==> src/rtl/assert_macros.svh <==
// Assertion macros for the RTL file that carries concurrent checks.
// Each macro expects clk_i and rst_ni in the scope where it is used.
`ifndef ASSERT_MACROS_SVH
`define ASSERT_MACROS_SVH

// Same-cycle implication, disabled during reset.
`define ASSERT_IMPL(lbl, ante, cons, msg) \
  lbl: assert property (@(posedge clk_i) disable iff (!rst_ni) (ante) |-> (cons)) \
    else $error(msg);

// Next-cycle implication, disabled during reset.
`define ASSERT_NEXT(lbl, ante, cons, msg) \
  lbl: assert property (@(posedge clk_i) disable iff (!rst_ni) (ante) |=> (cons)) \
    else $error(msg);

`endif

==> src/rtl/fcbp_pkg.sv <==
// Package for the framed command byte parser: sizes, character codes, types.
// Used by fcbp_front, fcbp_queue, fcbp_back and framed_command_byte_parser.
`timescale 1ns / 1ps

package fcbp_pkg;

  localparam int unsigned FrameCap    = 49;
  localparam int unsigned LedFrameLen = 18;
  localparam int unsigned FrameLenW   = $clog2(FrameCap + 1);

  localparam int unsigned WheelTokens = 2;
  localparam int unsigned LedTokens   = 4;
  localparam int unsigned WheelCntW   = $clog2(WheelTokens + 1);
  localparam int unsigned LedCntW     = $clog2(LedTokens + 1);
  localparam int unsigned WheelMagW   = 9;
  localparam int unsigned LedMagW     = 17;

  localparam logic [WheelMagW-1:0] WheelMagMax = '1;
  localparam logic [LedMagW-1:0]   LedMagMax   = '1;
  localparam logic [7:0]           ByteMax     = 8'hFF;
  localparam logic [15:0]          IndexMax    = 16'hFFFF;

  localparam int unsigned QueueDepth = 2;
  localparam int unsigned QueuePtrW  = $clog2(QueueDepth);
  localparam int unsigned QueueCntW  = $clog2(QueueDepth + 1);

  localparam logic [7:0] ChLBrack = 8'h5B;
  localparam logic [7:0] ChRBrack = 8'h5D;
  localparam logic [7:0] ChLAngle = 8'h3C;
  localparam logic [7:0] ChRAngle = 8'h3E;
  localparam logic [7:0] ChComma  = 8'h2C;
  localparam logic [7:0] ChPlus   = 8'h2B;
  localparam logic [7:0] ChMinus  = 8'h2D;
  localparam logic [7:0] ChZero   = 8'h30;
  localparam logic [7:0] ChNine   = 8'h39;
  localparam logic [7:0] ChUpperA = 8'h41;
  localparam logic [7:0] ChUpperZ = 8'h5A;
  localparam logic [7:0] ChUpperL = 8'h4C;

  typedef enum logic [1:0] {
    SCAN_BETWEEN = 2'd0,
    SCAN_SIGN    = 2'd1,
    SCAN_DIGITS  = 2'd2,
    SCAN_STOPPED = 2'd3
  } scan_phase_e;

  typedef enum logic [1:0] {
    CMD_MOTOR = 2'd0,
    CMD_LED   = 2'd1,
    CMD_GAME  = 2'd2
  } cmd_kind_e;

  typedef struct packed {
    cmd_kind_e                              kind;
    logic [WheelCntW-1:0]                   wheel_cnt;
    logic [WheelTokens-1:0]                 wheel_neg;
    logic [WheelTokens-1:0][WheelMagW-1:0]  wheel_mag;
    logic [LedCntW-1:0]                     led_cnt;
    logic [LedTokens-1:0]                   led_neg;
    logic [LedTokens-1:0][LedMagW-1:0]      led_mag;
    logic [7:0]                             letter;
  } cmd_t;

  typedef struct packed {
    cmd_kind_e   kind;
    logic        left_forward;
    logic [7:0]  left_speed;
    logic        right_forward;
    logic [7:0]  right_speed;
    logic [15:0] pixel_index;
    logic [7:0]  red;
    logic [7:0]  green;
    logic [7:0]  blue;
    logic [7:0]  game_letter;
  } res_t;

  // Appends one decimal digit to a magnitude and saturates at mag_max.
  function automatic logic [LedMagW-1:0] mag_append(logic [LedMagW-1:0] mag,
                                                    logic [7:0] ch,
                                                    logic [LedMagW-1:0] mag_max);
    logic [LedMagW+3:0] wide;
    wide = ({4'd0, mag} << 3) + ({4'd0, mag} << 1) + {{LedMagW{1'b0}}, ch[3:0]};
    if (wide > {4'd0, mag_max}) begin
      return mag_max;
    end
    return wide[LedMagW-1:0];
  endfunction

endpackage

==> src/rtl/framed_command_byte_parser.sv <==
// Top level of the framed command byte parser: front end, queue, back end.
// Depends on fcbp_pkg, fcbp_front, fcbp_queue, fcbp_back and assert_macros.svh.
//
//   Channel  Handshake              Payload
//   rx       rx_valid_i/rx_ready_o  rx_byte_i
//   res      res_valid_o/res_ready_i cmd_kind_o, wheel, LED and game fields
//
// One byte beat is taken every cycle while the command queue has room.
// A terminator's command is written into the queue, then loaded into the free output register.
// The queue holds two commands, so a stalled result holds the front end off
// only after two more terminators arrive. Reset clears the frame and the queue.
`timescale 1ns / 1ps
`include "assert_macros.svh"

module framed_command_byte_parser import fcbp_pkg::*; (
  input  logic        clk_i,
  input  logic        rst_ni,
  input  logic        rx_valid_i,
  output logic        rx_ready_o,
  input  logic [7:0]  rx_byte_i,
  output logic        res_valid_o,
  input  logic        res_ready_i,
  output logic [1:0]  cmd_kind_o,
  output logic        left_forward_o,
  output logic [7:0]  left_speed_o,
  output logic        right_forward_o,
  output logic [7:0]  right_speed_o,
  output logic [15:0] pixel_index_o,
  output logic [7:0]  red_o,
  output logic [7:0]  green_o,
  output logic [7:0]  blue_o,
  output logic [7:0]  game_letter_o
);

  logic q_push, q_pop, q_full, q_valid;
  cmd_t push_cmd, head_cmd;
  res_t res;

  fcbp_front u_front (
    .clk_i      (clk_i),
    .rst_ni     (rst_ni),
    .rx_valid_i (rx_valid_i),
    .rx_byte_i  (rx_byte_i),
    .q_full_i   (q_full),
    .rx_ready_o (rx_ready_o),
    .push_o     (q_push),
    .cmd_o      (push_cmd)
  );

  fcbp_queue u_queue (
    .clk_i   (clk_i),
    .rst_ni  (rst_ni),
    .push_i  (q_push),
    .cmd_i   (push_cmd),
    .pop_i   (q_pop),
    .full_o  (q_full),
    .valid_o (q_valid),
    .cmd_o   (head_cmd)
  );

  fcbp_back u_back (
    .clk_i       (clk_i),
    .rst_ni      (rst_ni),
    .cmd_valid_i (q_valid),
    .cmd_i       (head_cmd),
    .res_ready_i (res_ready_i),
    .pop_o       (q_pop),
    .res_valid_o (res_valid_o),
    .res_o       (res)
  );

  assign cmd_kind_o      = res.kind;
  assign left_forward_o  = res.left_forward;
  assign left_speed_o    = res.left_speed;
  assign right_forward_o = res.right_forward;
  assign right_speed_o   = res.right_speed;
  assign pixel_index_o   = res.pixel_index;
  assign red_o           = res.red;
  assign green_o         = res.green;
  assign blue_o          = res.blue;
  assign game_letter_o   = res.game_letter;

  `ASSERT_IMPL(a_no_push_when_full, q_push, !q_full, "command pushed into a full queue")
  `ASSERT_IMPL(a_no_pop_when_empty, q_pop, q_valid, "command popped from an empty queue")
  `ASSERT_NEXT(a_push_lands, q_push && !q_pop, q_valid, "pushed command missing from queue")
  `ASSERT_IMPL(a_motor_fields_clean, res_valid_o && (cmd_kind_o == CMD_MOTOR),
    (pixel_index_o == '0) && (red_o == '0) && (game_letter_o == '0),
    "motor result carries LED or game data")

endmodule

==> src/rtl/fcbp_front.sv <==
// Front end: accepts received bytes, tracks the frame and both token scans.
// Pushes one command record per terminator byte. Depends on fcbp_pkg.
`timescale 1ns / 1ps

module fcbp_front import fcbp_pkg::*; (
  input  logic       clk_i,
  input  logic       rst_ni,
  input  logic       rx_valid_i,
  input  logic [7:0] rx_byte_i,
  input  logic       q_full_i,
  output logic       rx_ready_o,
  output logic       push_o,
  output cmd_t       cmd_o
);

  logic [FrameLenW-1:0]                  len_q, len_b, len_d;
  logic [7:0]                            second_q, second_b, second_d;
  logic [WheelCntW-1:0]                  wcnt_q, wcnt_b, wcnt_d;
  logic [WheelTokens-1:0]                wneg_q, wneg_b, wneg_d;
  logic [WheelTokens-1:0][WheelMagW-1:0] wmag_q, wmag_b, wmag_d;
  scan_phase_e                           wph_q, wph_b, wph_d;
  logic [LedCntW-1:0]                    lcnt_q, lcnt_b, lcnt_d;
  logic [LedTokens-1:0]                  lneg_q, lneg_b, lneg_d;
  logic [LedTokens-1:0][LedMagW-1:0]     lmag_q, lmag_b, lmag_d;
  scan_phase_e                           lph_q, lph_b, lph_d;

  logic accept, is_term, is_start, is_body, is_digit, is_sign, clear, do_app;
  logic w_delim, l_delim;

  assign rx_ready_o = !q_full_i;
  assign accept     = rx_valid_i && rx_ready_o;

  assign is_digit = (rx_byte_i >= ChZero) && (rx_byte_i <= ChNine);
  assign is_sign  = (rx_byte_i == ChPlus) || (rx_byte_i == ChMinus);
  assign is_term  = (rx_byte_i == ChRBrack) || (rx_byte_i == ChRAngle);
  assign is_start = (rx_byte_i == ChLBrack) || (rx_byte_i == ChLAngle);
  assign is_body  = ((rx_byte_i >= ChUpperA) && (rx_byte_i <= ChUpperZ)) || is_digit ||
                    (rx_byte_i == ChComma) || is_sign;
  assign clear    = is_start || (!is_term && !is_body);
  assign w_delim  = (rx_byte_i == ChComma) || (rx_byte_i == ChLBrack) ||
                    (rx_byte_i == ChRBrack);
  assign l_delim  = (rx_byte_i == ChComma) || (rx_byte_i == ChRAngle);

  always_comb begin
    if (clear) begin
      len_b    = '0;
      second_b = '0;
      wcnt_b   = '0;
      wneg_b   = '0;
      wmag_b   = '0;
      wph_b    = SCAN_BETWEEN;
      lcnt_b   = '0;
      lneg_b   = '0;
      lmag_b   = '0;
      lph_b    = SCAN_BETWEEN;
    end else begin
      len_b    = len_q;
      second_b = second_q;
      wcnt_b   = wcnt_q;
      wneg_b   = wneg_q;
      wmag_b   = wmag_q;
      wph_b    = wph_q;
      lcnt_b   = lcnt_q;
      lneg_b   = lneg_q;
      lmag_b   = lmag_q;
      lph_b    = lph_q;
    end
  end

  assign do_app = (is_term || is_body || is_start) && (len_b < FrameLenW'(FrameCap));

  always_comb begin
    len_d    = len_b;
    second_d = second_b;
    wcnt_d   = wcnt_b;
    wneg_d   = wneg_b;
    wmag_d   = wmag_b;
    wph_d    = wph_b;
    lcnt_d   = lcnt_b;
    lneg_d   = lneg_b;
    lmag_d   = lmag_b;
    lph_d    = lph_b;
    if (do_app) begin
      len_d = len_b + FrameLenW'(1);
      if (len_b == FrameLenW'(1)) begin
        second_d = rx_byte_i;
      end
      if (w_delim) begin
        wph_d = SCAN_BETWEEN;
      end else begin
        case (wph_b)
          SCAN_BETWEEN: begin
            if (wcnt_b >= WheelCntW'(WheelTokens)) begin
              wph_d = SCAN_STOPPED;
            end else begin
              for (int i = 0; i < WheelTokens; i++) begin
                if (wcnt_b == WheelCntW'(i)) begin
                  wneg_d[i] = (rx_byte_i == ChMinus);
                  wmag_d[i] = is_digit ? WheelMagW'(rx_byte_i[3:0]) : '0;
                end
              end
              wcnt_d = wcnt_b + WheelCntW'(1);
              wph_d  = is_sign ? SCAN_SIGN : (is_digit ? SCAN_DIGITS : SCAN_STOPPED);
            end
          end
          SCAN_SIGN, SCAN_DIGITS: begin
            if (is_digit) begin
              for (int i = 0; i < WheelTokens; i++) begin
                if (wcnt_b == WheelCntW'(i + 1)) begin
                  wmag_d[i] = WheelMagW'(mag_append(LedMagW'(wmag_b[i]), rx_byte_i,
                                                    LedMagW'(WheelMagMax)));
                end
              end
              wph_d = SCAN_DIGITS;
            end else begin
              wph_d = SCAN_STOPPED;
            end
          end
          default: begin
            wph_d = wph_b;
          end
        endcase
      end
      if (len_b >= FrameLenW'(2)) begin
        if (l_delim) begin
          lph_d = SCAN_BETWEEN;
        end else begin
          case (lph_b)
            SCAN_BETWEEN: begin
              if (lcnt_b >= LedCntW'(LedTokens)) begin
                lph_d = SCAN_STOPPED;
              end else begin
                for (int i = 0; i < LedTokens; i++) begin
                  if (lcnt_b == LedCntW'(i)) begin
                    lneg_d[i] = (rx_byte_i == ChMinus);
                    lmag_d[i] = is_digit ? LedMagW'(rx_byte_i[3:0]) : '0;
                  end
                end
                lcnt_d = lcnt_b + LedCntW'(1);
                lph_d  = is_sign ? SCAN_SIGN : (is_digit ? SCAN_DIGITS : SCAN_STOPPED);
              end
            end
            SCAN_SIGN, SCAN_DIGITS: begin
              if (is_digit) begin
                for (int i = 0; i < LedTokens; i++) begin
                  if (lcnt_b == LedCntW'(i + 1)) begin
                    lmag_d[i] = mag_append(lmag_b[i], rx_byte_i, LedMagMax);
                  end
                end
                lph_d = SCAN_DIGITS;
              end else begin
                lph_d = SCAN_STOPPED;
              end
            end
            default: begin
              lph_d = lph_b;
            end
          endcase
        end
      end
    end
  end

  always_ff @(posedge clk_i or negedge rst_ni) begin
    if (!rst_ni) begin
      len_q    <= '0;
      second_q <= '0;
      wcnt_q   <= '0;
      wneg_q   <= '0;
      wmag_q   <= '0;
      wph_q    <= SCAN_BETWEEN;
      lcnt_q   <= '0;
      lneg_q   <= '0;
      lmag_q   <= '0;
      lph_q    <= SCAN_BETWEEN;
    end else if (accept) begin
      len_q    <= len_d;
      second_q <= second_d;
      wcnt_q   <= wcnt_d;
      wneg_q   <= wneg_d;
      wmag_q   <= wmag_d;
      wph_q    <= wph_d;
      lcnt_q   <= lcnt_d;
      lneg_q   <= lneg_d;
      lmag_q   <= lmag_d;
      lph_q    <= lph_d;
    end
  end

  assign push_o = accept && is_term;

  always_comb begin
    cmd_o           = '0;
    cmd_o.wheel_cnt = wcnt_d;
    cmd_o.wheel_neg = wneg_d;
    cmd_o.wheel_mag = wmag_d;
    cmd_o.led_cnt   = lcnt_d;
    cmd_o.led_neg   = lneg_d;
    cmd_o.led_mag   = lmag_d;
    cmd_o.letter    = second_d;
    if (rx_byte_i == ChRBrack) begin
      cmd_o.kind = CMD_MOTOR;
    end else if ((len_d == FrameLenW'(LedFrameLen)) && (second_d == ChUpperL)) begin
      cmd_o.kind = CMD_LED;
    end else begin
      cmd_o.kind = CMD_GAME;
    end
  end

endmodule

==> src/rtl/fcbp_queue.sv <==
// Short command queue between the front end and the back end.
// Holds fcbp_pkg::cmd_t records; depth set by fcbp_pkg::QueueDepth.
`timescale 1ns / 1ps

module fcbp_queue import fcbp_pkg::*; (
  input  logic clk_i,
  input  logic rst_ni,
  input  logic push_i,
  input  cmd_t cmd_i,
  input  logic pop_i,
  output logic full_o,
  output logic valid_o,
  output cmd_t cmd_o
);

  cmd_t                 mem_q [QueueDepth];
  logic [QueuePtrW-1:0] wr_ptr_q, rd_ptr_q;
  logic [QueueCntW-1:0] cnt_q;

  always_ff @(posedge clk_i) begin
    if (push_i) begin
      mem_q[wr_ptr_q] <= cmd_i;
    end
  end

  always_ff @(posedge clk_i or negedge rst_ni) begin
    if (!rst_ni) begin
      wr_ptr_q <= '0;
      rd_ptr_q <= '0;
      cnt_q    <= '0;
    end else begin
      if (push_i) begin
        wr_ptr_q <= (wr_ptr_q == QueuePtrW'(QueueDepth - 1)) ? '0
                                                             : wr_ptr_q + QueuePtrW'(1);
      end
      if (pop_i) begin
        rd_ptr_q <= (rd_ptr_q == QueuePtrW'(QueueDepth - 1)) ? '0
                                                             : rd_ptr_q + QueuePtrW'(1);
      end
      if (push_i && !pop_i) begin
        cnt_q <= cnt_q + QueueCntW'(1);
      end else if (pop_i && !push_i) begin
        cnt_q <= cnt_q - QueueCntW'(1);
      end
    end
  end

  assign full_o  = (cnt_q == QueueCntW'(QueueDepth));
  assign valid_o = (cnt_q != '0);
  assign cmd_o   = mem_q[rd_ptr_q];

endmodule

==> src/rtl/fcbp_back.sv <==
// Back end: turns queued command records into clamped result beats.
// Owns the output register and handshake. Depends on fcbp_pkg.
`timescale 1ns / 1ps

module fcbp_back import fcbp_pkg::*; (
  input  logic clk_i,
  input  logic rst_ni,
  input  logic cmd_valid_i,
  input  cmd_t cmd_i,
  input  logic res_ready_i,
  output logic pop_o,
  output logic res_valid_o,
  output res_t res_o
);

  logic                                  res_valid_q;
  res_t                                  res_q, res_d;
  logic                                  load, keep;
  logic [WheelTokens-1:0]                wneg;
  logic [WheelTokens-1:0][WheelMagW-1:0] wmag;
  logic [LedTokens-1:0]                  lneg;
  logic [LedTokens-1:0][LedMagW-1:0]     lmag;

  always_comb begin
    for (int i = 0; i < WheelTokens; i++) begin
      wmag[i] = (cmd_i.wheel_cnt > WheelCntW'(i)) ? cmd_i.wheel_mag[i] : '0;
      wneg[i] = (cmd_i.wheel_cnt > WheelCntW'(i)) && cmd_i.wheel_neg[i] && (wmag[i] != '0);
    end
    for (int i = 0; i < LedTokens; i++) begin
      lmag[i] = (cmd_i.led_cnt > LedCntW'(i)) ? cmd_i.led_mag[i] : '0;
      lneg[i] = (cmd_i.led_cnt > LedCntW'(i)) && cmd_i.led_neg[i] && (lmag[i] != '0);
    end
  end

  always_comb begin
    res_d      = '0;
    res_d.kind = cmd_i.kind;
    keep       = 1'b1;
    case (cmd_i.kind)
      CMD_MOTOR: begin
        res_d.left_forward  = !wneg[0];
        res_d.left_speed    = (wmag[0] > WheelMagW'(ByteMax)) ? ByteMax : wmag[0][7:0];
        res_d.right_forward = !wneg[1];
        res_d.right_speed   = (wmag[1] > WheelMagW'(ByteMax)) ? ByteMax : wmag[1][7:0];
      end
      CMD_LED: begin
        keep              = !lneg[0];
        res_d.pixel_index = (lmag[0] > LedMagW'(IndexMax)) ? IndexMax : lmag[0][15:0];
        res_d.red   = lneg[1] ? '0 : ((lmag[1] > LedMagW'(ByteMax)) ? ByteMax : lmag[1][7:0]);
        res_d.green = lneg[2] ? '0 : ((lmag[2] > LedMagW'(ByteMax)) ? ByteMax : lmag[2][7:0]);
        res_d.blue  = lneg[3] ? '0 : ((lmag[3] > LedMagW'(ByteMax)) ? ByteMax : lmag[3][7:0]);
      end
      default: begin
        res_d.game_letter = cmd_i.letter;
      end
    endcase
  end

  assign load  = cmd_valid_i && (!res_valid_q || res_ready_i);
  assign pop_o = load;

  always_ff @(posedge clk_i or negedge rst_ni) begin
    if (!rst_ni) begin
      res_valid_q <= 1'b0;
    end else if (load) begin
      res_valid_q <= keep;
    end else if (res_ready_i) begin
      res_valid_q <= 1'b0;
    end
  end

  always_ff @(posedge clk_i) begin
    if (load) begin
      res_q <= res_d;
    end
  end

  assign res_valid_o = res_valid_q;
  assign res_o       = res_q;

endmodule
==> config.mk <==
export PLATFORM = sky130hd
export DESIGN_NAME = framed_command_byte_parser
export DESIGN_NICKNAME = d
export VERILOG_FILES = /design/src/rtl/fcbp_pkg.sv /design/src/rtl/framed_command_byte_parser.sv /design/src/rtl/fcbp_front.sv /design/src/rtl/fcbp_queue.sv /design/src/rtl/fcbp_back.sv
export VERILOG_INCLUDE_DIRS = /design/src /design/src/rtl
export SDC_FILE = /design/constraint.sdc
export NUM_CORES = 1
export LEC_CHECK = 0
export BUFFER_PORTS_ARGS = -buffer_cell sky130_fd_sc_hd__buf_2
export CAP_MARGIN = 15
export CORE_MARGIN = 2
export CORE_UTILIZATION = 42
export DETAILED_ROUTE_END_ITERATION = 8
export GPL_TIMING_DRIVEN = 0
export SKIP_CTS_REPAIR_TIMING = 1
export SLEW_MARGIN = 0
export SYNTH_ARGS = -nofsm -noshare
export SYNTH_HDL_FRONTEND = slang
export SYNTH_HIERARCHICAL = 1
export SYNTH_SLANG_ARGS = --single-unit
==> constraint.sdc <==
create_clock -name clk_i -period 6.4 [get_ports clk_i]
set_input_delay 0.64 -clock clk_i [delete_from_list [all_inputs] [get_ports clk_i]]
set_output_delay 0.64 -clock clk_i [all_outputs]
set_load 0.005 [all_outputs]
Yosys cells after proc, flatten, opt, wreduce, memory -nomap -nowiden

Memories as Yosys holds them, arrays and structs flattened.
Index checks and enable logic that the tools add are counted.
Widths: inputs -> output; s select.

RAM bits: 214
Word-level logic and storage cells: 309
Register bits: 188
Input port bits: 12
Memories kept: 1
Output and inout port bits: 70

Memories:

| memory        | depth | bits a word | read ports | clocked after memory_dff | wr ports | line             | source |
|---|---|---|---|---|---|---|---|
| u_queue.mem_q | 2     | 107         | 1          | 0                        | 1        | fcbp_queue.sv:16 | `cmd_t mem_q [QueueDepth];` |

$add $sub $neg: 19
Reductions and logical operators: 64
Bitwise gates (word level): 1
Equal/unequal tests: 22
$lt $le $gt $ge: 26
Muxes and demuxes: 148

Operators with widths:

| cell                 | number |
|---|---|
| $mux 68              | 6 |
| $mux 17              | 20 |
| $pmux 68 s2          | 1 |
| $mux 18              | 5 |
| $mux 9               | 10 |
| $add 20x18->21       | 4 |
| $add 21x4->21        | 4 |
| $gt 21x17->1 const B | 4 |
| $reduce_bool 17->1   | 4 |
| $mux 8               | 8 |
| $mux 1               | 54 |
| $gt 17x8->1 const B  | 3 |
| $mux 2               | 24 |
| $gt 21x9->1 const B  | 2 |
| $eq 8x6->1 const B   | 5 |
| $pmux 18 s2          | 1 |
| $mux 4               | 8 |
| $add 13x4->14        | 2 |
| $add 12x10->13       | 2 |
| $eq 8x7->1 const B   | 3 |
| $logic_and 1x1->1    | 22 |
| $gt 9x8->1 const B   | 2 |
| $mux 3               | 6 |
| $reduce_bool 9->1    | 2 |
| other kinds (34)     | 78 |

Logic depth before layout (Yosys ltp)

Word-level depth: 26
Depth in mapped cells: 24
Gate-level depth less buffers: 19

Modules after synthesis

Netlist, hierarchy kept.

Modules (own cells, without submodules):

| module     | cells each | area each (um2) | instances |
|---|---|---|---|
| fcbp_front | 1780       | 13709.4         | 1 |
| fcbp_queue | 349        | 7980.2          | 1 |
| fcbp_back  | 207        | 2972.9          | 1 |

Least setup slack after synthesis

Ideal clock, no wire load.

Kind: input -> register
Start: input rx_byte_i[4]
End: memory u_queue/mem_q[0][0] in the netlist's numbering (enable)
Required time: 5.813 ns
Library setup time: 0.587 ns
Arrival time: 6.523 ns
Slack: -0.710 ns
Stages on the path: 6
Path through: clkbuf_1 nor4bb_1 nand2_1 o21ai_0 nor3b_1 nor2b_1

Longest elaborated chain between the ends: 5
Elaborated cells between the ends (all ways): 6
Those cells by class: eq/ne (2); mux (2); reduce/logical (2)

Ends and longest elaborated chain:

| element                                  | line                             | source |
|---|---|---|
| start, declared                          | framed_command_byte_parser.sv:20 | `input logic [7:0] rx_byte_i,` |
| $eq 8x7->1 or $eq 8x6->1 (tied branches) | fcbp_front.sv:35                 | `assign is_term = (rx_byte_i == ChRBrack) \|\| (rx_byte_i == ChRAngle);` |
| $logic_or 1x1->1 (*)                     | fcbp_front.sv:35                 |  |
| $logic_and 1x1->1 (*)                    | fcbp_front.sv:190                | `assign push_o = accept && is_term;` |
| named net q_push                         | framed_command_byte_parser.sv:35 | `logic q_push, q_pop, q_full, q_valid;` |
| $mux 1 (*)                               | fcbp_queue.sv:21                 | `if (push_i) begin` |
| $mux 1 (implied by the code) (*)         | fcbp_queue.sv:22                 | `mem_q[wr_ptr_q] <= cmd_i;` |
| end, declared                            | fcbp_queue.sv:16                 |  |

The timed path passes the listed nets; every way through them passes the cells marked *.

==> flow_metrics.env <==
export IMPL_vias_per_cell=5.95
export IMPL_status="finished, final reports clean"
export IMPL_num_nets_final=2673
export IMPL_powerDensity_nw_per_um2=263
export IMPL_synth_seq_cells=402
export IMPL_nFillCells=5297
export IMPL_syn_inst=2336
export IMPL_clock_path_buffers=3
export IMPL_synthesis_area_sq_um=24700
export IMPL_end_kind="flip-flop"
export IMPL_slew_viol_final=0
export IMPL_fin_crit_sh=0.988
export IMPL_finalSetupViolCount=0
export IMPL_layout_drive_gt1_share=0.163
export IMPL_leakage_nw=11.6
export IMPL_fin_crit_ns=6.32
export IMPL_io_pins=82
export IMPL_grt_pass1_wl_um=115000
export IMPL_synthTopCellsByArea="edfxtp_1 34%, dfrtp_1 12%, ha_1 9.3%"
export IMPL_worst_endpoint_arrival_ns=6.62
export IMPL_start_util=0.426
export IMPL_final_seq_area_sq_um=11500
export IMPL_worstSetupPathType="in2reg"
export IMPL_ys_top_cells_by_count="282 x edfxtp_1, 269 x nand2_1, 184 x ha_1, 155 x o21ai_0, 133 x nor2_1"
export IMPL_fmax_ghz=0.158
export IMPL_syn_num_nets=2540
export IMPL_yosys_area_top_type="edfxtp_1"
export IMPL_r2r_start="u_queue/cnt_q[1]"
export IMPL_ys_types=102
export IMPL_track_usage=0.250
export IMPL_firstDrtPassIters=6
export IMPL_rows=88
export IMPL_slew_headroom=0.139
export IMPL_wirelength_um=75600
export IMPL_core_area_sq_um=57900
export IMPL_crit_path_start_kind="input port"
export IMPL_antenna_found_initial=2
export IMPL_area_growth_pct=13.3
export IMPL_clk_pin_slew_ns=0.06
export IMPL_place_hpwl_um=55900
export IMPL_critPathLaunch="rx_byte_i[2]"
export IMPL_cts_tree="done"
export IMPL_tightest_slew_ns=1.29
export IMPL_worstSkewPairLatency_ns=0.59
export IMPL_synth_most_common_cell="edfxtp_1"
export IMPL_ant_nets=0
export IMPL_grt_max_degree=64
export IMPL_synthArstFlopShare=0.299
export IMPL_vdd_drop_max_mv=0.306
export IMPL_drcViolationCount=0
export IMPL_drt_iter0_drc=1687
export IMPL_maxCapViolations=0
export IMPL_place_congestion=0.959
export IMPL_grt_pass1_vias=19000
export IMPL_r2r_cells=8
export IMPL_critPathRequiredTime_ns=6.70
export IMPL_numPortBuffers=81
export IMPL_grt_ovfl_total=0
export IMPL_yosysSeqAreaShare=0.465
export IMPL_fin_worst_skew_ns=0.0308
export IMPL_cts_sinks=402
export IMPL_multi_input_area_sq_um=12500
export IMPL_synth_edf_count=282
export IMPL_place_area_sq_um=26200
export IMPL_path_max_fanout=10
export IMPL_whs_ns=0.0757
export IMPL_tns_ns=0
export IMPL_fin_area_sq_um=27900
export IMPL_dr_total_vias=19500
export IMPL_root_buffer="clkbuf_16"
export IMPL_finalHoldViolations=0
export IMPL_avgSynthCellArea_sq_um=10.6
export IMPL_die_area_sq_um=60700
export IMPL_synth_warnings=6
export IMPL_die_height_um=246
export IMPL_min_path_type="in2async"
export IMPL_wire_per_inst_um=23.1
export IMPL_die_w_um=246
export IMPL_htree_levels=2
export IMPL_ys_flop_type="edfxtp_1"
export IMPL_yosysTopAreaCellShare=0.343
export IMPL_cts_buffers=44
logic make-up after synthesis:
family / share of synthesized area
buffers and inverters: 0.0331
muxes: 0.0633
adders and majority gates: 0.0998
AOI/OAI and AO/OA: 0.180
xor gates and xnor gates: 0.0245
and+or+nand+nor: 0.134
DFF: 0.465
worst paths after layout:
| kind | to | slack, ns |
|---|---|---|
| max | u_queue/mem_q[0][59] | 0.08 |
| min | u_front/wmag_q[14] | 0.08 |
| max reg2reg | u_queue/mem_q[1][29] | 1.73 |
| min reg2reg | u_front/lmag_q[48] | 0.47 |
| max in group asynchronous | u_front/lmag_q[56] | 5.50 |
| min in group clk_i | u_back/res_valid_o | 0.45 |
placed cells by master (no fill, tap or decap), types with 28 or more instances in the layout:
cell type | netlist | routed
edfxtp_1 | 282 | 282
nand2_1 | 269 | 268
ha_1 | 184 | 184
o21ai_0 | 155 | 148
nor2_1 | 133 | 132
a21oi_1 | 128 | 124
dfrtp_1 | 120 | 120
mux2_2 | 107 | 107
buf_2 | 37 | 104
inv_1 | 85 | 85
o21a_1 | 79 | 79
and2_1 | 73 | 71
clkbuf_1 | 60 | 64
clkbuf_16 | 0 | 44
xnor2_1 | 42 | 42
nor3_1 | 37 | 37
nand3_1 | 37 | 37
a21o_1 | 31 | 31
o211ai_1 | 30 | 30
a31oi_1 | 29 | 28
registers in the layout (all words and copies together) (netlist names):
register            flops
u_front/lph_q           2
u_back/res_valid_o      1
u_front/wcnt_q          2
u_front/second_q        8
u_front/lneg_q          4
u_front/wneg_q          2
u_front/lmag_q         68
u_queue/mem_q         214
u_front/wph_q           2
u_queue/cnt_q           2
u_front/wmag_q         18
u_queue/wr_ptr_q        1
u_front/len_q           6
u_front/lcnt_q          3
u_back/res_o           68
u_queue/rd_ptr_q        1
final cells by class:
class                      count  share of cell area
buffer                       107              0.0206
inverter                      85              0.0114
tap                          765              0.0343
timing repair buffer          88              0.0206
clock buffer                  65              0.0447
sequential                   402               0.411
clock inverter                17             0.00981
multi-input combinational   1741               0.448
antenna                        1           0.0000896
stage by stage:
stage	util	power [mW]	setup slack [ns]	std cells
after detailed placement	0.452	4.72	-1.97	3189
after global routing	0.482	7.64	-0.00502	3271
final	0.482	7.36	0.0789	3271
after global placement	0.449	4.70	-1.95	3182
after CTS	0.479	7.42	-1.35	3271
after floorplan	-	4.05	0.817	2336
power by group:
group	switching (mW)	internal (mW)	total, mW
Sequential	0.0845	3.09	3.18
Clock	1.07	1.61	2.68
Combinational	0.967	0.535	1.50
Total	2.12	5.24	7.36
metal layers:
metal / part of all wire / routed length, um / up-vias / track usage
met5: 0 / 0 / - / 0
met4: 0.040 / 3040 / 0 / 0.0941
met3: 0.076 / 5740 / 183 / 0.0347
met2: 0.44 / 33600 / 792 / 0.390
met1: 0.44 / 33200 / 9536 / 0.353
li1: - / - / 8948 / -
worst max-delay path, cell delays in order:
cell	delay, ns
clkbuf_4	0.23
clkbuf_4	0.25
or4_1	0.54
o21ai_2	0.22
o32ai_4	0.21
nor2_2	0.39
clkbuf_2	0.43
clkbuf_2	0.46
nor2_1	0.18
ha_1	0.33
ha_1	0.37
o211ai_1	0.14
o211ai_1	0.34
a31oi_2	0.22
o21a_1	0.24
o31ai_2	0.30
buf_4	0.28
nor2b_1	0.16
a21oi_1	0.06
or3_1	0.38
o21ai_0	0.23
Note: power is estimated with default switching activity, not from simulation.
